==> src/assert_macros.svh <==
// ----------------------------------------------------------------------------
// Assertion macros
// Shared concurrent assertion helpers; empty when SYNTH is defined.
// ----------------------------------------------------------------------------
`ifndef ASSERT_MACROS_SVH
`define ASSERT_MACROS_SVH

`ifndef SYNTH

// Antecedent implies consequent in the same cycle.
`define LBBC_ASSERT_IMPL(name, clk, rst, ante, cons, msg) \
   name: assert property (@(posedge clk) disable iff (rst) (ante) |-> (cons)) \
      else $error(msg);

// Antecedent implies consequent in the next cycle.
`define LBBC_ASSERT_NEXT(name, clk, rst, ante, cons, msg) \
   name: assert property (@(posedge clk) disable iff (rst) (ante) |=> (cons)) \
      else $error(msg);

`else

`define LBBC_ASSERT_IMPL(name, clk, rst, ante, cons, msg)
`define LBBC_ASSERT_NEXT(name, clk, rst, ante, cons, msg)

`endif

`endif

==> src/lbbc_pkg.sv <==
// ----------------------------------------------------------------------------
// Bitrate controller package
// Types, codes and constants shared by the loss-based bitrate controller.
// ----------------------------------------------------------------------------
package lbbc_pkg;

   // Parameter defaults
   localparam int START_DELAY_TICKS_DEFAULT = 3;

   // Configuration port
   localparam int CSR_DATA_W = 32;
   localparam int CSR_ADDR_W = 3;
   localparam logic CSR_IDX_ABR_MODE        = 1'b0;
   localparam logic CSR_IDX_INITIAL_BITRATE = 1'b1;

   // Opcodes
   localparam logic OP_TICK  = 1'b0;
   localparam logic OP_START = 1'b1;

   // Modes
   localparam logic [1:0] MODE_BALANCED    = 2'd0;
   localparam logic [1:0] MODE_QUALITY     = 2'd1;
   localparam logic [1:0] MODE_LOW_LATENCY = 2'd2;

   // Reason codes
   localparam logic [2:0] REASON_NONE      = 3'd0;
   localparam logic [2:0] REASON_EMERGENCY = 3'd1;
   localparam logic [2:0] REASON_SUSTAINED = 3'd2;
   localparam logic [2:0] REASON_MILD      = 3'd3;
   localparam logic [2:0] REASON_PROBE     = 3'd4;
   localparam logic [2:0] REASON_CLAMP     = 3'd5;

   // Directions
   localparam logic [1:0] DIR_NONE = 2'd0;
   localparam logic [1:0] DIR_UP   = 2'd1;
   localparam logic [1:0] DIR_DOWN = 2'd2;

   // Reset bounds: balanced mode with zero initial rate
   localparam logic [19:0] RESET_MIN_RATE = 20'd3000;
   localparam logic [19:0] RESET_MAX_RATE = 20'd0;

   typedef struct packed {
      logic [1:0]  abr_mode;
      logic [18:0] initial_bitrate;
   } cfg_type;

   typedef struct packed {
      logic        opcode;
      logic        stats_valid;
      logic [13:0] loss_centi;
      logic [31:0] now_ms;
      logic        sink_accepts;
   } req_type;

   typedef struct packed {
      logic [19:0] bitrate;
      logic        bitrate_changed;
      logic        evaluated;
      logic [2:0]  reason_code;
      logic [1:0]  direction;
   } rsp_type;

   typedef struct packed {
      logic [19:0] rate;
      logic [19:0] min_rate;
      logic [19:0] max_rate;
      logic [1:0]  mode;
      logic [7:0]  stable_count;
      logic [7:0]  loss_run;
      logic [31:0] last_change_ms;
      logic [1:0]  last_dir;
      logic [7:0]  ticks_seen;
   } state_type;

   localparam state_type STATE_RESET = '{
      rate:           20'd0,
      min_rate:       RESET_MIN_RATE,
      max_rate:       RESET_MAX_RATE,
      mode:           MODE_BALANCED,
      stable_count:   8'd0,
      loss_run:       8'd0,
      last_change_ms: 32'd0,
      last_dir:       DIR_NONE,
      ticks_seen:     8'd0
   };

endpackage

==> src/lbbc_state.sv <==
// ----------------------------------------------------------------------------
// Bitrate controller state
// Controller state register, loaded when a word advances to the output.
// ----------------------------------------------------------------------------
module lbbc_state (
   input  logic                clock,
   input  logic                reset,
   input  logic                advance,
   input  lbbc_pkg::state_type nxt,
   output lbbc_pkg::state_type st
);

   lbbc_pkg::state_type state_ff;
   lbbc_pkg::state_type state_in;

   assign state_in = advance ? nxt : state_ff;

   always_ff @(posedge clock) begin
      if (reset) begin
         state_ff <= lbbc_pkg::STATE_RESET;
      end else begin
         state_ff <= state_in;
      end
   end

   assign st = state_ff;

endmodule
==> config.mk <==
export PLATFORM = sky130hd
export DESIGN_NAME = lbbc_state
export DESIGN_NICKNAME = d
export VERILOG_FILES = /design/src/assert_macros.svh /design/src/lbbc_pkg.sv /design/src/lbbc_state.sv
export SDC_FILE = /design/constraint.sdc
export NUM_CORES = 1
export LEC_CHECK = 0
export BUFFER_PORTS_ARGS = -buffer_cell sky130_fd_sc_hd__buf_2
export CAP_MARGIN = 30
export CELL_PAD_IN_SITES_DETAIL_PLACEMENT = 1
export CELL_PAD_IN_SITES_GLOBAL_PLACEMENT = 1
export CORE_MARGIN = 2
export CORE_UTILIZATION = 35
export DETAILED_ROUTE_END_ITERATION = 7
export MAX_ROUTING_LAYER = met4
export PLACE_DENSITY_LB_ADDON = 0.1
export SYNTH_ARGS = -nofsm -noshare
export SYNTH_HDL_FRONTEND = slang
export SYNTH_SLANG_ARGS = --single-unit
==> constraint.sdc <==
create_clock -name clock -period 2.6 [get_ports clock]
set_clock_uncertainty 0.2 [all_clocks]
set_input_delay 0.52 -clock clock [delete_from_list [all_inputs] [get_ports clock]]
set_output_delay 0.52 -clock clock [all_outputs]
set_load 0.02 [all_outputs]
# After elaboration in Yosys (flattened, before gate mapping)
# Index checks and enable logic that the tools add are counted.
[word_totals]
ff_bits = 120
in_bits = 123
out_inout_bits = 120

# Depth between registers and ports, before layout
[logic_depth]
depth_word = 0
ltp_mapped = 5

# Worst setup path after synthesis
# No wires, ideal clock.
[synth_path]
path_kind = "input to register"
from = "input advance"
to = "register state_ff, in the netlist st[100]"
t_arrival_ns = 1.153
required_ns = 2.272
setup_slack_ns = 1.120
cell_stages = 5
path_buffers = 3
cell_sequence = "buf_6 > buf_12 > buf_12 > mux2i_1 > nor2_1"
[synth_rtl]
columns = ["item", "line", "source"]
rows = [
  ["start: declaration", "lbbc_state.sv:8", "input logic advance,"],
  ["end signal: assignment", "lbbc_state.sv:20", "state_ff <= lbbc_pkg::STATE_RESET;"],
  ["end signal: assignment", "lbbc_state.sv:22", "state_ff <= state_in;"],
  ["end: declaration", "lbbc_state.sv:13", "lbbc_pkg::state_type state_ff;"],
]

# Worst setup path in the final report
[layout_path]
from = "register state_ff, in the netlist st[32]"
to = "output st[32] in the netlist's numbering"
[layout_rtl]
columns = ["item", "line", "source"]
rows = [
  ["end: declaration", "lbbc_state.sv:10", "output lbbc_pkg::state_type st"],
]
# No word-level cell between the ends.

==> impl_metrics.json <==
{
  "finalSetupViolations": 0,
  "dr.pass1.iters": 4,
  "ys_warn_count": 0,
  "timing.final.max_slew_violations": 0,
  "routed_wl_um": 12300,
  "worst_path_dominant_cell_family": "flip-flops",
  "synth_nets": 510,
  "final_period_minus_worst_setup_slack_ps": 1650,
  "slowest_stage": "sky130_fd_sc_hd__dfxtp_1",
  "clock_sinks": 120,
  "cts_htree_levels": 4,
  "layout.nets": 751,
  "post_cts_resize_count": 0,
  "cts_made_buffers": 17,
  "gr-usage-all-layers": 0.193,
  "power_leakage_nw": 3.29,
  "clk_pin_slew_worst_paths_ps": 50,
  "synth_cells": 387,
  "instances_no_fill": 809,
  "finalHoldViolCount": 0,
  "worst_slew_pin_slew_ps": 500,
  "die_h_um": 116,
  "hold_ws_ps": 121,
  "grt_pass1_wl_um": 19100,
  "unrepaired_setup_endpoints_after_global_routing": "no",
  "crit_path_start": "st[32]",
  "postSynthRegisterBits": 120,
  "post_route_drc": 0,
  "synth_sequential_area_ratio": 0.551,
  "grt_max_degree": 59,
  "postSynthAreaPerCell_um2": 11.3,
  "drt_first_iter_violations": 111,
  "worstPathMaxFanout": 2,
  "end_kind": "output port",
  "sum_of_negative_setup_slack_ps": 0,
  "critical_path.reg2reg.startpoint": "st[87]",
  "antenna_found_initial": 1,
  "drv.max_cap_violation_count": 0,
  "vias": 3586,
  "synthesis.area_mm2": 0.00436,
  "hpwl_um": 9130,
  "cts_tree": "built",
  "fill_cells": 1409,
  "maximum_operating_frequency_mhz": 606,
  "cts_post_setup_buffers_inserted": 0,
  "final_layout_size_suffix_gt1_frac": 0.427,
  "outcome": "finished clean",
  "most_common_library_cell_in_the_layout_ignoring_fill_and_taps": "sky130_fd_sc_hd__buf_2",
  "path_class": "flop to output port",
  "critical_path.n_buffers_inverters": 1,
  "clock_buffer_depth": 2,
  "critical_path.cell_chain": "buf_2",
  "max_slew_margin": 0.667,
  "finalCoreUtilization": 0.508,
  "floorplan.core_area_mm2": 0.0121,
  "number_of_flip_flops_in_the_largest_register": 120,
  "worst_ep_required_time_ps": 1880,
  "timing.hold.worst.class": "primary input to flop",
  "via_per_inst": 4.43,
  "min-delay-start": "nxt[88]",
  "clockRootBuffer": "sky130_fd_sc_hd__clkbuf_16",
  "max-vdd-ir-drop_uv": 382,
  "ys_types": 11,
  "die-area_mm2": 0.0134,
  "starting_utilization_of_the_core_area": 0.361,
  "place.detailed.instances": 777,
  "critPathArrivalTime_ps": 930,
  "io_buffers": 242,
  "critical-path-max-stage-delay_ps": 350,
  "critical_path.startpoint_type": "flop",
  "layout-area-overhead-vs-synth_pct": 40.8,
  "drt.antenna.violating_nets": 0,
  "grt_pass1_vias": 3950,
  "pwr_density_cell_mw_per_mm2": 764,
  "std_cell_rows": 40,
  "die_width_um": 116,
  "cts_hold_repair.buffers": 0,
  "drt-wirelength-per-cell_um": 15.3,
  "layout.cells.most_common_list": "240 x sky130_fd_sc_hd__buf_2, 120 x sky130_fd_sc_hd__dfxtp_1, 113 x sky130_fd_sc_hd__mux2i_1, 113 x sky130_fd_sc_hd__nor2_1, 17 x sky130_fd_sc_hd__clkbuf_16",
  "top_level_ports": 243,
  "clk_latency_ps": 400,
  "routabilityCongestion": 0.739,
  "total_grt_overflow": 0,
  "final.period_utilization": 0.634
}
## area by class of cell
class | instances | area, um2 | share of cell area
sequential | 120 | 2400 | 0.392
multi-input combinational | 240 | 1660 | 0.271
timing repair buffer | 249 | 1340 | 0.218
clock buffer | 28 | 507 | 0.0826
tap | 168 | 210 | 0.0343
clock inverter | 3 | 15.0 | 0.00245
antenna | 1 | 2.50 | 0.000408
## final timing paths
check                               to  slack (ps)  depth (start not counted)
worst max-delay path            st[32]         950                          1
worst min-delay path            st[88]         120                          2
worst max register to register  st[87]        1590                          2
worst min register to register  st[36]         280                          2
## metrics by stage
step / worst slack [ps] / power, W / cell area [um2]
after floorplan: 1120 / 0.00244 / 4360
after global placement: 794 / 0.00265 / 5610
after detailed placement: 750 / 0.00267 / 5610
after CTS: 924 / 0.00476 / 6130
after global routing: 896 / 0.00491 / 6130
final: 951 / 0.00469 / 6130
## kinds of logic after synthesis
group / Yosys count / synth area share
DFF: 120 / 0.551
muxes: 113 / 0.260
AOI/OAI and AO/OA: 7 / 0.0141
buffers and inverters: 27 / 0.0675
and+or+nand+nor: 120 / 0.107
## cells in the mapped netlist
cell                       instances  share of area
sky130_fd_sc_hd__buf_2             2         0.0023
sky130_fd_sc_hd__nor2b_1           7          0.010
sky130_fd_sc_hd__buf_6             1         0.0026
sky130_fd_sc_hd__buf_1             1        0.00086
sky130_fd_sc_hd__buf_4             1         0.0017
sky130_fd_sc_hd__buf_12           11          0.051
sky130_fd_sc_hd__dfxtp_1         120           0.55
sky130_fd_sc_hd__a211o_1           7          0.014
sky130_fd_sc_hd__mux2i_1         113           0.26
sky130_fd_sc_hd__clkbuf_1         11         0.0095
sky130_fd_sc_hd__nor2_1          113          0.097
## report_power, final
| part | internal [W] | total (W) | switching (W) |
|---|---|---|---|
| logic | 0.000264 | 0.000621 | 0.000357 |
| clock network | 0.00131 | 0.00206 | 0.000749 |
| registers | 0.00195 | 0.00201 | 0.0000533 |
| total | 0.00353 | 0.00469 | 0.00116 |
## routing by layer
metal | global-route usage | vias to the layer above | share of wire | wire length [um]
met5 | - | - | 0 | 0
met3 | 0.0680 | 26 | 0.085 | 1050
met2 | 0.326 | 157 | 0.50 | 6190
li1 | - | 1771 | - | -
met4 | 0.0908 | 0 | 0.023 | 286
met1 | 0.202 | 1632 | 0.39 | 4820
Power figures use the tool's default switching activity.
