File: config.mk
export PLATFORM = sky130hd
export DESIGN_NAME = lbbc_csr
export DESIGN_NICKNAME = d
export VERILOG_FILES = /design/src/assert_macros.svh /design/src/lbbc_pkg.sv /design/src/lbbc_csr.sv
export SDC_FILE = /design/constraint.sdc
export NUM_CORES = 1
export LEC_CHECK = 0
export ABC_AREA = 1
export BUFFER_PORTS_ARGS = -buffer_cell sky130_fd_sc_hd__clkbuf_2
export CAP_MARGIN = 20
export CORE_ASPECT_RATIO = 0.8
export CORE_MARGIN = 4
export CORE_UTILIZATION = 33
export CTS_BUF_LIST = sky130_fd_sc_hd__clkbuf_8
export CTS_CLUSTER_DIAMETER = 50
export CTS_CLUSTER_SIZE = 25
export DETAILED_ROUTE_END_ITERATION = 10
export PLACE_DENSITY_LB_ADDON = 0.25
export SYNTH_ARGS = -nofsm -noshare
export SYNTH_HDL_FRONTEND = slang
export SYNTH_SLANG_ARGS = --single-unit
File: constraint.sdc
create_clock -name clock -period 0.9 [get_ports clock]
set_input_delay 0.18 -clock clock [delete_from_list [all_inputs] [get_ports clock]]
set_output_delay 0.18 -clock clock [all_outputs]
set_load 0.005 [all_outputs]
File: src/assert_macros.svh
// ----------------------------------------------------------------------------
// Assertion macros
// Shared concurrent assertion helpers; empty when SYNTH is defined.
// ----------------------------------------------------------------------------
`ifndef ASSERT_MACROS_SVH
`define ASSERT_MACROS_SVH

`ifndef SYNTH

// Antecedent implies consequent in the same cycle.
`define LBBC_ASSERT_IMPL(name, clk, rst, ante, cons, msg) \
   name: assert property (@(posedge clk) disable iff (rst) (ante) |-> (cons)) \
      else $error(msg);

// Antecedent implies consequent in the next cycle.
`define LBBC_ASSERT_NEXT(name, clk, rst, ante, cons, msg) \
   name: assert property (@(posedge clk) disable iff (rst) (ante) |=> (cons)) \
      else $error(msg);

`else

`define LBBC_ASSERT_IMPL(name, clk, rst, ante, cons, msg)
`define LBBC_ASSERT_NEXT(name, clk, rst, ante, cons, msg)

`endif

`endif

File: src/lbbc_pkg.sv
// ----------------------------------------------------------------------------
// Bitrate controller package
// Types, codes and constants shared by the loss-based bitrate controller.
// ----------------------------------------------------------------------------
package lbbc_pkg;

   // Parameter defaults
   localparam int START_DELAY_TICKS_DEFAULT = 3;

   // Configuration port
   localparam int CSR_DATA_W = 32;
   localparam int CSR_ADDR_W = 3;
   localparam logic CSR_IDX_ABR_MODE        = 1'b0;
   localparam logic CSR_IDX_INITIAL_BITRATE = 1'b1;

   // Opcodes
   localparam logic OP_TICK  = 1'b0;
   localparam logic OP_START = 1'b1;

   // Modes
   localparam logic [1:0] MODE_BALANCED    = 2'd0;
   localparam logic [1:0] MODE_QUALITY     = 2'd1;
   localparam logic [1:0] MODE_LOW_LATENCY = 2'd2;

   // Reason codes
   localparam logic [2:0] REASON_NONE      = 3'd0;
   localparam logic [2:0] REASON_EMERGENCY = 3'd1;
   localparam logic [2:0] REASON_SUSTAINED = 3'd2;
   localparam logic [2:0] REASON_MILD      = 3'd3;
   localparam logic [2:0] REASON_PROBE     = 3'd4;
   localparam logic [2:0] REASON_CLAMP     = 3'd5;

   // Directions
   localparam logic [1:0] DIR_NONE = 2'd0;
   localparam logic [1:0] DIR_UP   = 2'd1;
   localparam logic [1:0] DIR_DOWN = 2'd2;

   // Reset bounds: balanced mode with zero initial rate
   localparam logic [19:0] RESET_MIN_RATE = 20'd3000;
   localparam logic [19:0] RESET_MAX_RATE = 20'd0;

   typedef struct packed {
      logic [1:0]  abr_mode;
      logic [18:0] initial_bitrate;
   } cfg_type;

   typedef struct packed {
      logic        opcode;
      logic        stats_valid;
      logic [13:0] loss_centi;
      logic [31:0] now_ms;
      logic        sink_accepts;
   } req_type;

   typedef struct packed {
      logic [19:0] bitrate;
      logic        bitrate_changed;
      logic        evaluated;
      logic [2:0]  reason_code;
      logic [1:0]  direction;
   } rsp_type;

   typedef struct packed {
      logic [19:0] rate;
      logic [19:0] min_rate;
      logic [19:0] max_rate;
      logic [1:0]  mode;
      logic [7:0]  stable_count;
      logic [7:0]  loss_run;
      logic [31:0] last_change_ms;
      logic [1:0]  last_dir;
      logic [7:0]  ticks_seen;
   } state_type;

   localparam state_type STATE_RESET = '{
      rate:           20'd0,
      min_rate:       RESET_MIN_RATE,
      max_rate:       RESET_MAX_RATE,
      mode:           MODE_BALANCED,
      stable_count:   8'd0,
      loss_run:       8'd0,
      last_change_ms: 32'd0,
      last_dir:       DIR_NONE,
      ticks_seen:     8'd0
   };

endpackage

File: src/lbbc_csr.sv
// ----------------------------------------------------------------------------
// Bitrate controller registers
// APB-style register file holding mode and initial bitrate.
// ----------------------------------------------------------------------------
module lbbc_csr (
   input  logic                              clock,
   input  logic                              reset,
   input  logic                              psel,
   input  logic                              penable,
   input  logic                              pwrite,
   input  logic [lbbc_pkg::CSR_ADDR_W-1:0]   paddr,
   input  logic [lbbc_pkg::CSR_DATA_W-1:0]   pwdata,
   output logic [lbbc_pkg::CSR_DATA_W-1:0]   prdata,
   output logic                              pready,
   output lbbc_pkg::cfg_type                 cfg
);

   logic [1:0]  abr_mode_ff;
   logic [1:0]  abr_mode_in;
   logic [18:0] initial_bitrate_ff;
   logic [18:0] initial_bitrate_in;
   logic        wr_en;
   logic        word_idx;

   // byte offset bits are ignored
   assign word_idx = paddr[2];
   assign wr_en    = psel && penable && pwrite;
   assign pready   = 1'b1;

   always_comb begin
      abr_mode_in        = abr_mode_ff;
      initial_bitrate_in = initial_bitrate_ff;
      if (wr_en) begin
         case (word_idx)
            lbbc_pkg::CSR_IDX_ABR_MODE:        abr_mode_in = pwdata[1:0];
            lbbc_pkg::CSR_IDX_INITIAL_BITRATE: initial_bitrate_in = pwdata[18:0];
            default: ;
         endcase
      end
   end

   always_ff @(posedge clock) begin
      if (reset) begin
         abr_mode_ff        <= lbbc_pkg::MODE_BALANCED;
         initial_bitrate_ff <= 19'd0;
      end else begin
         abr_mode_ff        <= abr_mode_in;
         initial_bitrate_ff <= initial_bitrate_in;
      end
   end

   always_comb begin
      case (word_idx)
         lbbc_pkg::CSR_IDX_ABR_MODE:
            prdata = {{(lbbc_pkg::CSR_DATA_W-2){1'b0}}, abr_mode_ff};
         lbbc_pkg::CSR_IDX_INITIAL_BITRATE:
            prdata = {{(lbbc_pkg::CSR_DATA_W-19){1'b0}}, initial_bitrate_ff};
         default:
            prdata = '0;
      endcase
   end

   assign cfg.abr_mode        = abr_mode_ff;
   assign cfg.initial_bitrate = initial_bitrate_ff;

endmodule

### After elaboration in Yosys (flattened, before gate mapping)

Cells that the tools add are included.

| word-level totals | value |
|---|---|
| register bits after elaboration | 21 |
| output and inout bits | 54 |
| word-level logic and storage cells | 8 |
| ROM bits | 0 |
| memories kept | 0 |
| RAM bits | 0 |
| bits in latches | 0 |
| input port bits | 40 |

| operators by class | value |
|---|---|
| shifts and indexed selects | 0 |
| $mul | 0 |
| mux-type cells | 1 |
| reductions and logical operators | 4 |
| $lt $le $gt $ge | 0 |
| bitwise gates (word level) | 1 |
| divide/modulo/power cells | 0 |
| add/sub/neg operators | 0 |
| equal/unequal tests | 0 |

Operator list:

| cell | number |
|---|---|
| $pmux W32 S2 | 1 |
| $reduce_and A2 Y1 | 2 |
| $logic_and A1 B1 Y1 | 2 |
| $not A1 Y1 | 1 |

### Depth between registers and ports, before layout

Gate-level depths: netlist of run 1.

| logic depth | value |
|---|---|
| depth after elaboration | 3 |
| depth in mapped cells | 6 |
| depth with buffers taken out | 5 |

### Worst setup path after synthesis of run 1

OpenSTA, ideal clock, no wires.

| timing | value |
|---|---|
| path type | input to output |
| from | in paddr[2] in the netlist's numbering |
| to | out prdata[10] in the netlist's numbering |
| cell stages on the path | 4 |
| buffers on the path | 2 |
| data required time | 0.720 ns |
| arrival | 0.644 ns |
| slack | 0.076 ns |
| path through | buf_2 buf_2 nand2_1 inv_1 |

| on the way | value |
|---|---|
| cells in the longest elaborated chain, start to end | 2 |

RTL lines:

| what | line | text |
|---|---|---|
| start: declaration | lbbc_csr.sv:11 | `input logic [lbbc_pkg::CSR_ADDR_W-1:0] paddr,` |
| $not A1 Y1 (no line) | n/a |  |
| $pmux W32 S2 * | lbbc_csr.sv:53 | `case (word_idx)` |
| end: declaration | lbbc_csr.sv:13 | `output logic [lbbc_pkg::CSR_DATA_W-1:0] prdata,` |

Every way passes the cells marked *; elsewhere a longest branch is shown, timed or not. The select of a mux whose other input is x is not followed.

### Final worst setup path of run 1

| timing | value |
|---|---|
| from | reg abr_mode_ff[0] |
| to | out cfg[19] in the netlist's numbering |

RTL lines:

| what | line | text |
|---|---|---|
| start: declaration | lbbc_csr.sv:18 | `logic [1:0] abr_mode_ff;` |
| start signal: assignment | lbbc_csr.sv:44 | `abr_mode_ff <= lbbc_pkg::MODE_BALANCED;` |
| start signal: assignment | lbbc_csr.sv:47 | `abr_mode_ff <= abr_mode_in;` |
| end: declaration | lbbc_csr.sv:15 | `output lbbc_pkg::cfg_type cfg` |

No word-level cell between the ends.

==> results of run 1 <==
[power by group through the flow]
stage               sequential, mW  clock, mW  combinational [mW]
floorplan                     1.01          0               0.217
global route                 0.997      0.684               0.380
detailed placement            1.01          0               0.321
finish                       0.992      0.599               0.326
CTS                          0.991      0.634               0.322
global placement              1.01          0               0.319
[worst paths after layout]
| path | start | end | slack [ps] | cells past startpoint |
|---|---|---|---|---|
| setup / recovery | abr_mode_ff[0] | cfg[19] | -90 | 2 |
| setup reg to reg | initial_bitrate_ff[13] | initial_bitrate_ff[13] | 210 | 3 |
| hold / removal | pwdata[6] | initial_bitrate_ff[6] | 210 | 5 |
| hold reg to reg | initial_bitrate_ff[14] | initial_bitrate_ff[14] | 490 | 2 |
[metrics by stage]
| step | worst slack [ps] | instances |
|---|---|---|
| 2_1_floorplan | 75.7 | 209 |
| 3_3_place_gp | -64.3 | 298 |
| 3_5_place_dp | -110 | 298 |
| 4_1_cts | -102 | 302 |
| 5_1_grt | -165 | 304 |
| 6_report | -91.4 | 304 |
[worst min-delay path, cell delays in order]
cell and delay, ps:
sky130_fd_sc_hd__clkbuf_2 80, sky130_fd_sc_hd__inv_1 40, sky130_fd_sc_hd__nand3_1 60, sky130_fd_sc_hd__nand2_1 50
sky130_fd_sc_hd__nor2_1 30
[logic make-up (layout without fill, tap and decap cells)]
group                  count (synthesis)  in the layout
DFF                                   21             21
buffers and inverters                 62            115
other                                  2             14
and+or+nand+nor                      112            112
[layout by cell type, fill, tap and decap left out, types with 2 or more instances in the layout]
master / n
sky130_fd_sc_hd__clkbuf_2: 53
sky130_fd_sc_hd__buf_6: 2
sky130_fd_sc_hd__nor2_1: 44
sky130_fd_sc_hd__dfxtp_2: 21
sky130_fd_sc_hd__buf_4: 7
sky130_fd_sc_hd__conb_1: 14
sky130_fd_sc_hd__clkbuf_8: 3
sky130_fd_sc_hd__inv_2: 2
sky130_fd_sc_hd__inv_1: 37
sky130_fd_sc_hd__nand2_1: 44
sky130_fd_sc_hd__nand3_1: 21
sky130_fd_sc_hd__buf_2: 9
[area by class of cell]
class	count	area (um2)	share of cell area, %
clock buffer	3	41.3	2.55
clock inverter	1	5.00	0.309
inverter	39	146	9.03
multi-input combinational	126	524	32.3
sequential	21	447	27.5
tap	42	52.6	3.24
timing repair buffer	72	405	25.0
[what timing repair did]
| action | 4_1_cts | 5_1_grt |
|---|---|---|
| hold endpoints to repair | 0 | 0 |
| setup buffers | 0 | 2 |
| pin swaps | 0 | 0 |
| endpoints found under the setup margin | 40 | 40 |
| resized for setup | 21 | 14 |
[flip-flops by register name, indices dropped and copies added (netlist names)]
name,flops
abr_mode_ff,2
initial_bitrate_ff,19
[per-layer routing]
layer / track usage [%] / share of wire [%] / vias to the layer above
met2: 20.7 / 47 / 44
li1: - / - / 667
met3: 3.05 / 8.6 / 2
met1: 14.6 / 43 / 494
met4: 3.74 / 0.99 / 0
met5: 0 / 0 / -
==> flow_summary.rst, run 1 <==
.. list-table::
   :header-rows: 1

   * - Metric
     - Value
   * - Number of register bits inferred by synthesis
     - 21
   * - Number of nets in the finished design
     - 303
   * - Max cap viols
     - 0
   * - Failing checks
     - negative setup slack
   * - Clock skew
     - 0 ps
   * - Total leakage power
     - 1.07 nW
   * - Clk network pwr share
     - 31.3%
   * - Total via count in the routed design
     - 1207
   * - CTS Root Cell
     - sky130_fd_sc_hd__clkbuf_8
   * - Proportion of total power due to net switching
     - 25.8%
   * - Worst path bufs/invs
     - 2
   * - Kind of start point of the critical path
     - register
   * - Post-Layout Inst Area
     - 0.00162 mm2
   * - Drt total wl
     - 2.72 mm
   * - Maximum number of pins on one net before global-route repair
     - 22
   * - Category of the most critical setup path
     - register to output port
   * - Global router's overall resource usage
     - 11.9%
   * - Detailed Routing Iterations Pass 1
     - 4
   * - Num Clock Sinks
     - 21
   * - RSZ-0062 raised after global routing
     - true
   * - Top-Level Pins
     - between 90 and 100
   * - Main area contributors after synthesis
     - sky130_fd_sc_hd__dfxtp_1, sky130_fd_sc_hd__nand2_1, sky130_fd_sc_hd__nor2_1, sky130_fd_sc_hd__inv_1, sky130_fd_sc_hd__buf_4
   * - Master of the slowest instance on the critical path
     - sky130_fd_sc_hd__dfxtp_2
   * - Worst-path cell chain
     - buf_4 -> clkbuf_2
   * - Yosys synthesis warning count
     - 0
   * - Count of flip-flops with a built-in enable after synthesis
     - 0
   * - Utilization after layout
     - around 47%
   * - Post-synthesis compound-gate area fraction
     - 0%
   * - Max frequency
     - roughly 1.0 GHz
   * - Number of core rows
     - 19
   * - Top cells by count, synth
     - sky130_fd_sc_hd__nand2_1, sky130_fd_sc_hd__nor2_1, sky130_fd_sc_hd__inv_1
   * - Global-route wire length before repair
     - roughly 4.3 mm
   * - Outcome
     - finished with violations
   * - Overflow left after global routing
     - 0
   * - Tmin final
     - 991 ps
   * - Portion of synthesized cell area occupied by the leading cell type
     - 35.2%
   * - Biggest area consumer among synthesized cells
     - sky130_fd_sc_hd__dfxtp_1
   * - Synth unique cells
     - 14
   * - Hold buffer count at CTS
     - 0
   * - Signal arrival time at the worst endpoint
     - 810 ps
   * - Mapped Cells
     - 197
   * - Sw Pwr
     - 0.494 mW
   * - Part of the Yosys area used for sequential elements
     - between 30% and 40%
   * - IO Port Bufs
     - 64
   * - Multiplexer area fraction after synthesis
     - 0%
   * - Synthesized-area fraction occupied by adder cells
     - 0%
   * - Total DRC errors in the routed layout
     - 0
   * - Combinational fraction of design power
     - between 10% and 20%
   * - Final worst-path cycle share
     - 110%
   * - Delay-heaviest family, CP
     - flip-flops
   * - Fill count
     - 385
   * - Cts bufs inserted
     - 3
   * - Final Slew Violations
     - 0
   * - Number of H-tree levels
     - 1
   * - Worst-case vdd ir drop
     - around 0.81 mV
   * - Area growth syn-to-layout
     - 35.7%
   * - Max incr delay on CP
     - 330 ps
   * - CP Data Required Time
     - 720 ps
   * - Clock edge transition at the registers on the reported setup and hold paths
     - 80 ps
   * - Overall power after layout
     - 1.92 mW
   * - Horizontal die dimension
     - 75.3 um
   * - Synth async-reset ratio
     - 0%
   * - Hold violation total from the final report
     - 0
   * - Initial Util
     - 34.7%
   * - Portion of total power attributed to sequential cells
     - 51.7%
   * - Hold_ws
     - 213 ps
   * - CP Capture Type
     - output port
   * - Dominant synthesized flop cell
     - sky130_fd_sc_hd__dfxtp_1
   * - Synthesized cell area
     - 0.00119 mm2
   * - DR iter-0 viols
     - 39
   * - Number of nets still failing antenna checks after routing
     - 0
   * - Power Internal
     - 1.42 mW
   * - TritonCTS clock tree
     - yes
   * - Power density cells
     - roughly 1200 mW/mm2
   * - Main combinational cell family by area after synthesis
     - simple AND/OR/NAND/NOR gates
   * - Top-count cell post-synth
     - sky130_fd_sc_hd__nand2_1
   * - Sum of net half-perimeters after detailed placement
     - around 2.1 mm
   * - Clock latency on the worst-skew pair
     - 260 ps
   * - Die area
     - 0.00465 mm2
   * - Mapped Avg Cell Area
     - 6.07 um2
   * - Final antenna diode count
     - 0
   * - Routed vias/inst
     - 3.97
   * - Core footprint
     - 0.00345 mm2
   * - Final RePlAce weighted congestion
     - about 0.73
   * - Total cell area at the placement stage
     - 0.00152 mm2
   * - Number of buffers on the longest clock path
     - 2
   * - Setup Viol. Count Final
     - 21
   * - Area share of and/or/nand/nor cells after synthesis
     - 39.3%
   * - Class of the tightest hold or removal check
     - primary input to register
   * - Slack of the critical path
     - -91.4 ps
   * - Detailed-route wire length per cell
     - 8.95 um
   * - Setup_tns
     - -1340 ps
   * - Vias in the first global route
     - 962
   * - XOR/XNOR share of the synthesized area
     - 0%
   * - Fraction of layout instances using a drive strength above 1
     - between 30% and 40%
   * - Maximum fanout count along the critical path
     - 3
   * - Floorplan die height
     - 61.8 um
   * - Antenna violations before repair
     - 0
Note: power is estimated with default switching activity, not from simulation.
==> run 2, diff against run 1 <==
--- a/config.mk
+++ b/config.mk
@@ -10,7 +10,7 @@
 export CAP_MARGIN = 20
 export CORE_ASPECT_RATIO = 0.8
 export CORE_MARGIN = 4
-export CORE_UTILIZATION = 33
+export CORE_UTILIZATION = 40
 export CTS_BUF_LIST = sky130_fd_sc_hd__clkbuf_8
 export CTS_CLUSTER_DIAMETER = 50
 export CTS_CLUSTER_SIZE = 25
==> run 2 against run 1 <==
- the flow still finishes with violations (negative setup slack)
- first-iteration DRC count fell by 10%
- sequential power about the same
- die area shrank 16%
- non-clock buffer count decreased by 1
- critical endpoint is now prdata[1]
- largest power group unchanged
==> flow_summary.rst, run 2 (same netlist as run 1, synthesis figures left out) <==
.. list-table::
   :header-rows: 1

   * - Metric
     - Value
   * - Commonest cells after routing, fill and taps aside
     - sky130_fd_sc_hd__clkbuf_2, sky130_fd_sc_hd__nor2_1, sky130_fd_sc_hd__nand2_1 (was sky130_fd_sc_hd__clkbuf_2, sky130_fd_sc_hd__nand2_1, sky130_fd_sc_hd__nor2_1)
   * - Top-Level Pins
     - 94 (unchanged)
   * - Master of the slowest instance on the critical path
     - sky130_fd_sc_hd__dfxtp_2 (unchanged)
   * - Initial Util
     - 42.6% (was 34.7%)
   * - CP Data Required Time
     - 720 ps (about the same)
   * - Horizontal die dimension
     - 69.1 um (was 75.3 um)
   * - Max incr delay on CP
     - 340 ps (was 330 ps)
   * - Total DRC errors in the routed layout
     - 0 (unchanged)
   * - Number of flip-flops under the largest register name
     - 19 (unchanged)
   * - Overflow left after global routing
     - 0 (unchanged)
   * - Hold buffer count at CTS
     - 0 (unchanged)
   * - Cell total after placement
     - 295 (was 298)
   * - Worst path bufs/invs
     - 1 (was 2)
   * - Setup Viol. Count Final
     - 19 (was 21)
   * - Buffers inserted during post-CTS setup optimization
     - 0 (unchanged)
   * - Signal arrival time at the worst endpoint
     - 810 ps (about the same)
   * - Number of nets still failing antenna checks after routing
     - 0 (unchanged)
   * - Timing endpoint of the critical path
     - prdata[1] (was cfg[19])
   * - CTS Root Cell
     - sky130_fd_sc_hd__clkbuf_8 (unchanged)
   * - Portion of total power attributed to sequential cells
     - 51.7% (about the same)
   * - Delay-heaviest family, CP
     - flip-flops (unchanged)
   * - Failing checks
     - negative setup slack (unchanged)
   * - Routed vias/inst
     - 4.09 (was 3.97)
   * - Worst-path cell chain
     - nand2_1 -> nand2_1 -> clkbuf_2 (was buf_4 -> clkbuf_2)
   * - Combinational fraction of design power
     - 17.7% (was 17.0%)
   * - Power density cells
     - 1170 mW/mm2 (was 1180 mW/mm2)
   * - Fraction of layout instances using a drive strength above 1
     - 39.1% (was 38.9%)
   * - Clock edge transition at the registers on the reported setup and hold paths
     - 70 ps (was 80 ps)
   * - Category of the most critical setup path
     - register to output port (unchanged)
   * - Cts bufs inserted
     - 3 (unchanged)
   * - Filler-free cell count of the finished design
     - 299 (was 304)
   * - Proportion of total power due to net switching
     - 25.4% (was 25.8%)
   * - Clk network pwr share
     - 30.6% (was 31.3%)
   * - Sw Pwr
     - 0.487 mW (was 0.494 mW)
   * - Tmin final
     - 993 ps (was 991 ps)
   * - Final antenna diode count
     - 0 (unchanged)
   * - Clock latency on the worst-skew pair
     - 250 ps (was 260 ps)
   * - Total via count in the routed design
     - 1223 (was 1207)
   * - Die area
     - 0.00393 mm2 (was 0.00465 mm2)
   * - Worst-case vdd ir drop
     - 0.844 mV (was 0.807 mV)
   * - IO Port Bufs
     - 64 (unchanged)
   * - Num Clock Sinks
     - 21 (unchanged)
   * - Number of nets in the finished design
     - 302 (was 303)
   * - Reg-to-reg startpoint
     - abr_mode_ff[0] (was initial_bitrate_ff[13])
   * - Hold violation total from the final report
     - 0 (unchanged)
   * - Final worst-path cycle share
     - 110% (about the same)
   * - Outcome
     - finished with violations (unchanged)
   * - Max frequency
     - 1.01 GHz (about the same)
   * - Stages on worst setup path
     - 3 (was 2)
   * - Maximum fanout count along the critical path
     - 3 (unchanged)
   * - Class of the tightest hold or removal check
     - primary input to register (unchanged)
   * - Hold_ws
     - 218 ps (was 213 ps)
   * - Kind of start point of the critical path
     - register (unchanged)
   * - Slack of the critical path
     - -92.6 ps (was -91.4 ps)
   * - Sum of net half-perimeters after detailed placement
     - 2.01 mm (was 2.10 mm)
   * - Global-route wire length before repair
     - 4.20 mm (was 4.31 mm)
   * - Number of core rows
     - 17 (was 19)
   * - CP Capture Type
     - output port (unchanged)
   * - Detailed Routing Iterations Pass 1
     - 4 (unchanged)
   * - TritonCTS clock tree
     - yes (unchanged)
   * - DR iter-0 viols
     - 35 (was 39)
   * - Area growth syn-to-layout
     - 37.4% (was 35.7%)
   * - Global router's overall resource usage
     - 12.6% (was 11.9%)
   * - Leading cell type in the layout, fill and taps excluded
     - sky130_fd_sc_hd__clkbuf_2 (unchanged)
   * - Vias in the first global route
     - 974 (was 962)
   * - Floorplan die height
     - 56.9 um (was 61.8 um)
   * - Flop2flop setup slack
     - 320 ps (was 210 ps)
   * - Final Slew Violations
     - 0 (unchanged)
   * - Number of H-tree levels
     - 1 (unchanged)
   * - Drt total wl
     - 2.60 mm (was 2.72 mm)
   * - Clock skew
     - 0 ps (unchanged)
   * - Detailed-route wire length per cell
     - 8.71 um (was 8.95 um)
   * - Top flop regs
     - initial_bitrate_ff: 19 flops, abr_mode_ff: 2 flops (unchanged)
   * - Total leakage power
     - 1.07 nW (about the same)
   * - Worst path most repeated cell
     - sky130_fd_sc_hd__nand2_1
   * - Final RePlAce weighted congestion
     - 0.724 (was 0.734)
   * - RSZ-0062 raised after global routing
     - true (unchanged)
   * - Antenna violations before repair
     - 0 (unchanged)
   * - Number of buffers on the longest clock path
     - 2 (unchanged)
   * - Largest register by flop count
     - initial_bitrate_ff (unchanged)
   * - Number of cell instances on the worst register-to-register path
     - 2 (was 3)
   * - Maximum number of pins on one net before global-route repair
     - 24 (was 22)
   * - Max cap viols
     - 0 (unchanged)
   * - Core footprint
     - 0.00281 mm2 (was 0.00345 mm2)
   * - Crit path from
     - abr_mode_ff[1] (was abr_mode_ff[0])
   * - Endpoint of the lowest-slack register-to-register path
     - abr_mode_ff[0] (was initial_bitrate_ff[13])
   * - Power Internal
     - 1.43 mW (was 1.42 mW)
==> run 2: cell count changes in the layout (fill, tap and decap cells not counted), sizes merged <==
cell    delta
buf        -5
clkbuf     +4
clkinv     -1
inv        +1
==> run 2: tightest hold or removal path, stage by stage <==
cell and delay, ps:
sky130_fd_sc_hd__clkbuf_2 80, sky130_fd_sc_hd__inv_1 40, sky130_fd_sc_hd__nand3_1 60, sky130_fd_sc_hd__nand2_1 50
sky130_fd_sc_hd__nor2_1 30
==> run 2: layout make-up <==
class / instances / area, um2
Fill cell: 302 / 1170
Multi-Input combinational cell: 126 / 527
Sequential cell: 21 / 447
Timing Repair Buffer: 71 / 429
Inverter: 39 / 146
Tap cell: 38 / 47.5
Clock buffer: 3 / 41.3
Clock inverter: 1 / 3.75
==> run 2: power by group through the flow <==
| stage | combinational [mW] | clock [mW] | sequential, mW |
|---|---|---|---|
| 2_1_floorplan | 0.217 | 0 | 1.01 |
| 4_1_cts | 0.338 | 0.611 | 0.992 |
| 6_report | 0.340 | 0.587 | 0.993 |
| 5_1_grt | 0.387 | 0.629 | 0.998 |
| 3_5_place_dp | 0.336 | 0 | 1.01 |
| 3_3_place_gp | 0.333 | 0 | 1.01 |
==> run 2: worst min path at each step <==
stage / cells after the start / startpoint / slack (ps) / end
2_1_floorplan: 3 / reset / 350 / initial_bitrate_ff[13]
3_3_place_gp: 2 / initial_bitrate_ff[11] / 490 / initial_bitrate_ff[11]
3_5_place_dp: 2 / initial_bitrate_ff[7] / 490 / initial_bitrate_ff[7]
4_1_cts: 5 / pwdata[2] / 210 / initial_bitrate_ff[2]
5_1_grt: 5 / pwdata[10] / 230 / initial_bitrate_ff[10]
6_report: 5 / pwdata[2] / 220 / initial_bitrate_ff[2]
==> run 2: layer usage <==
metal	global-route usage, %	share of wire (%)	vias to the layer above
met5	0	0	-
met4	0.836	0	0
met3	4.47	9.0	0
met2	22.1	47	40
met1	15.5	44	518
li1	-	-	665
==> run 2: what timing repair did <==
item,in CTS,in global routing
gates cloned,0,0
resized for setup,21,12
endpoints found under the setup margin,40,40
==> run 2: per-stage QoR <==
| stage | TNS (ps) | utilization, % | cell area (um2) | setup slack (ps) | total power [mW] |
|---|---|---|---|---|---|
| 2_1_floorplan | 0 | - | 1240 | 75.7 | 1.22 |
| 3_3_place_gp | -1200 | 55.1 | 1550 | -64.3 | 1.34 |
| 3_5_place_dp | -1220 | 55.1 | 1550 | -67.5 | 1.34 |
| 4_1_cts | -1470 | 57.6 | 1620 | -108 | 1.94 |
| 5_1_grt | -2460 | 58.5 | 1640 | -154 | 2.01 |
| 6_report | -1240 | 58.5 | 1640 | -92.6 | 1.92 |
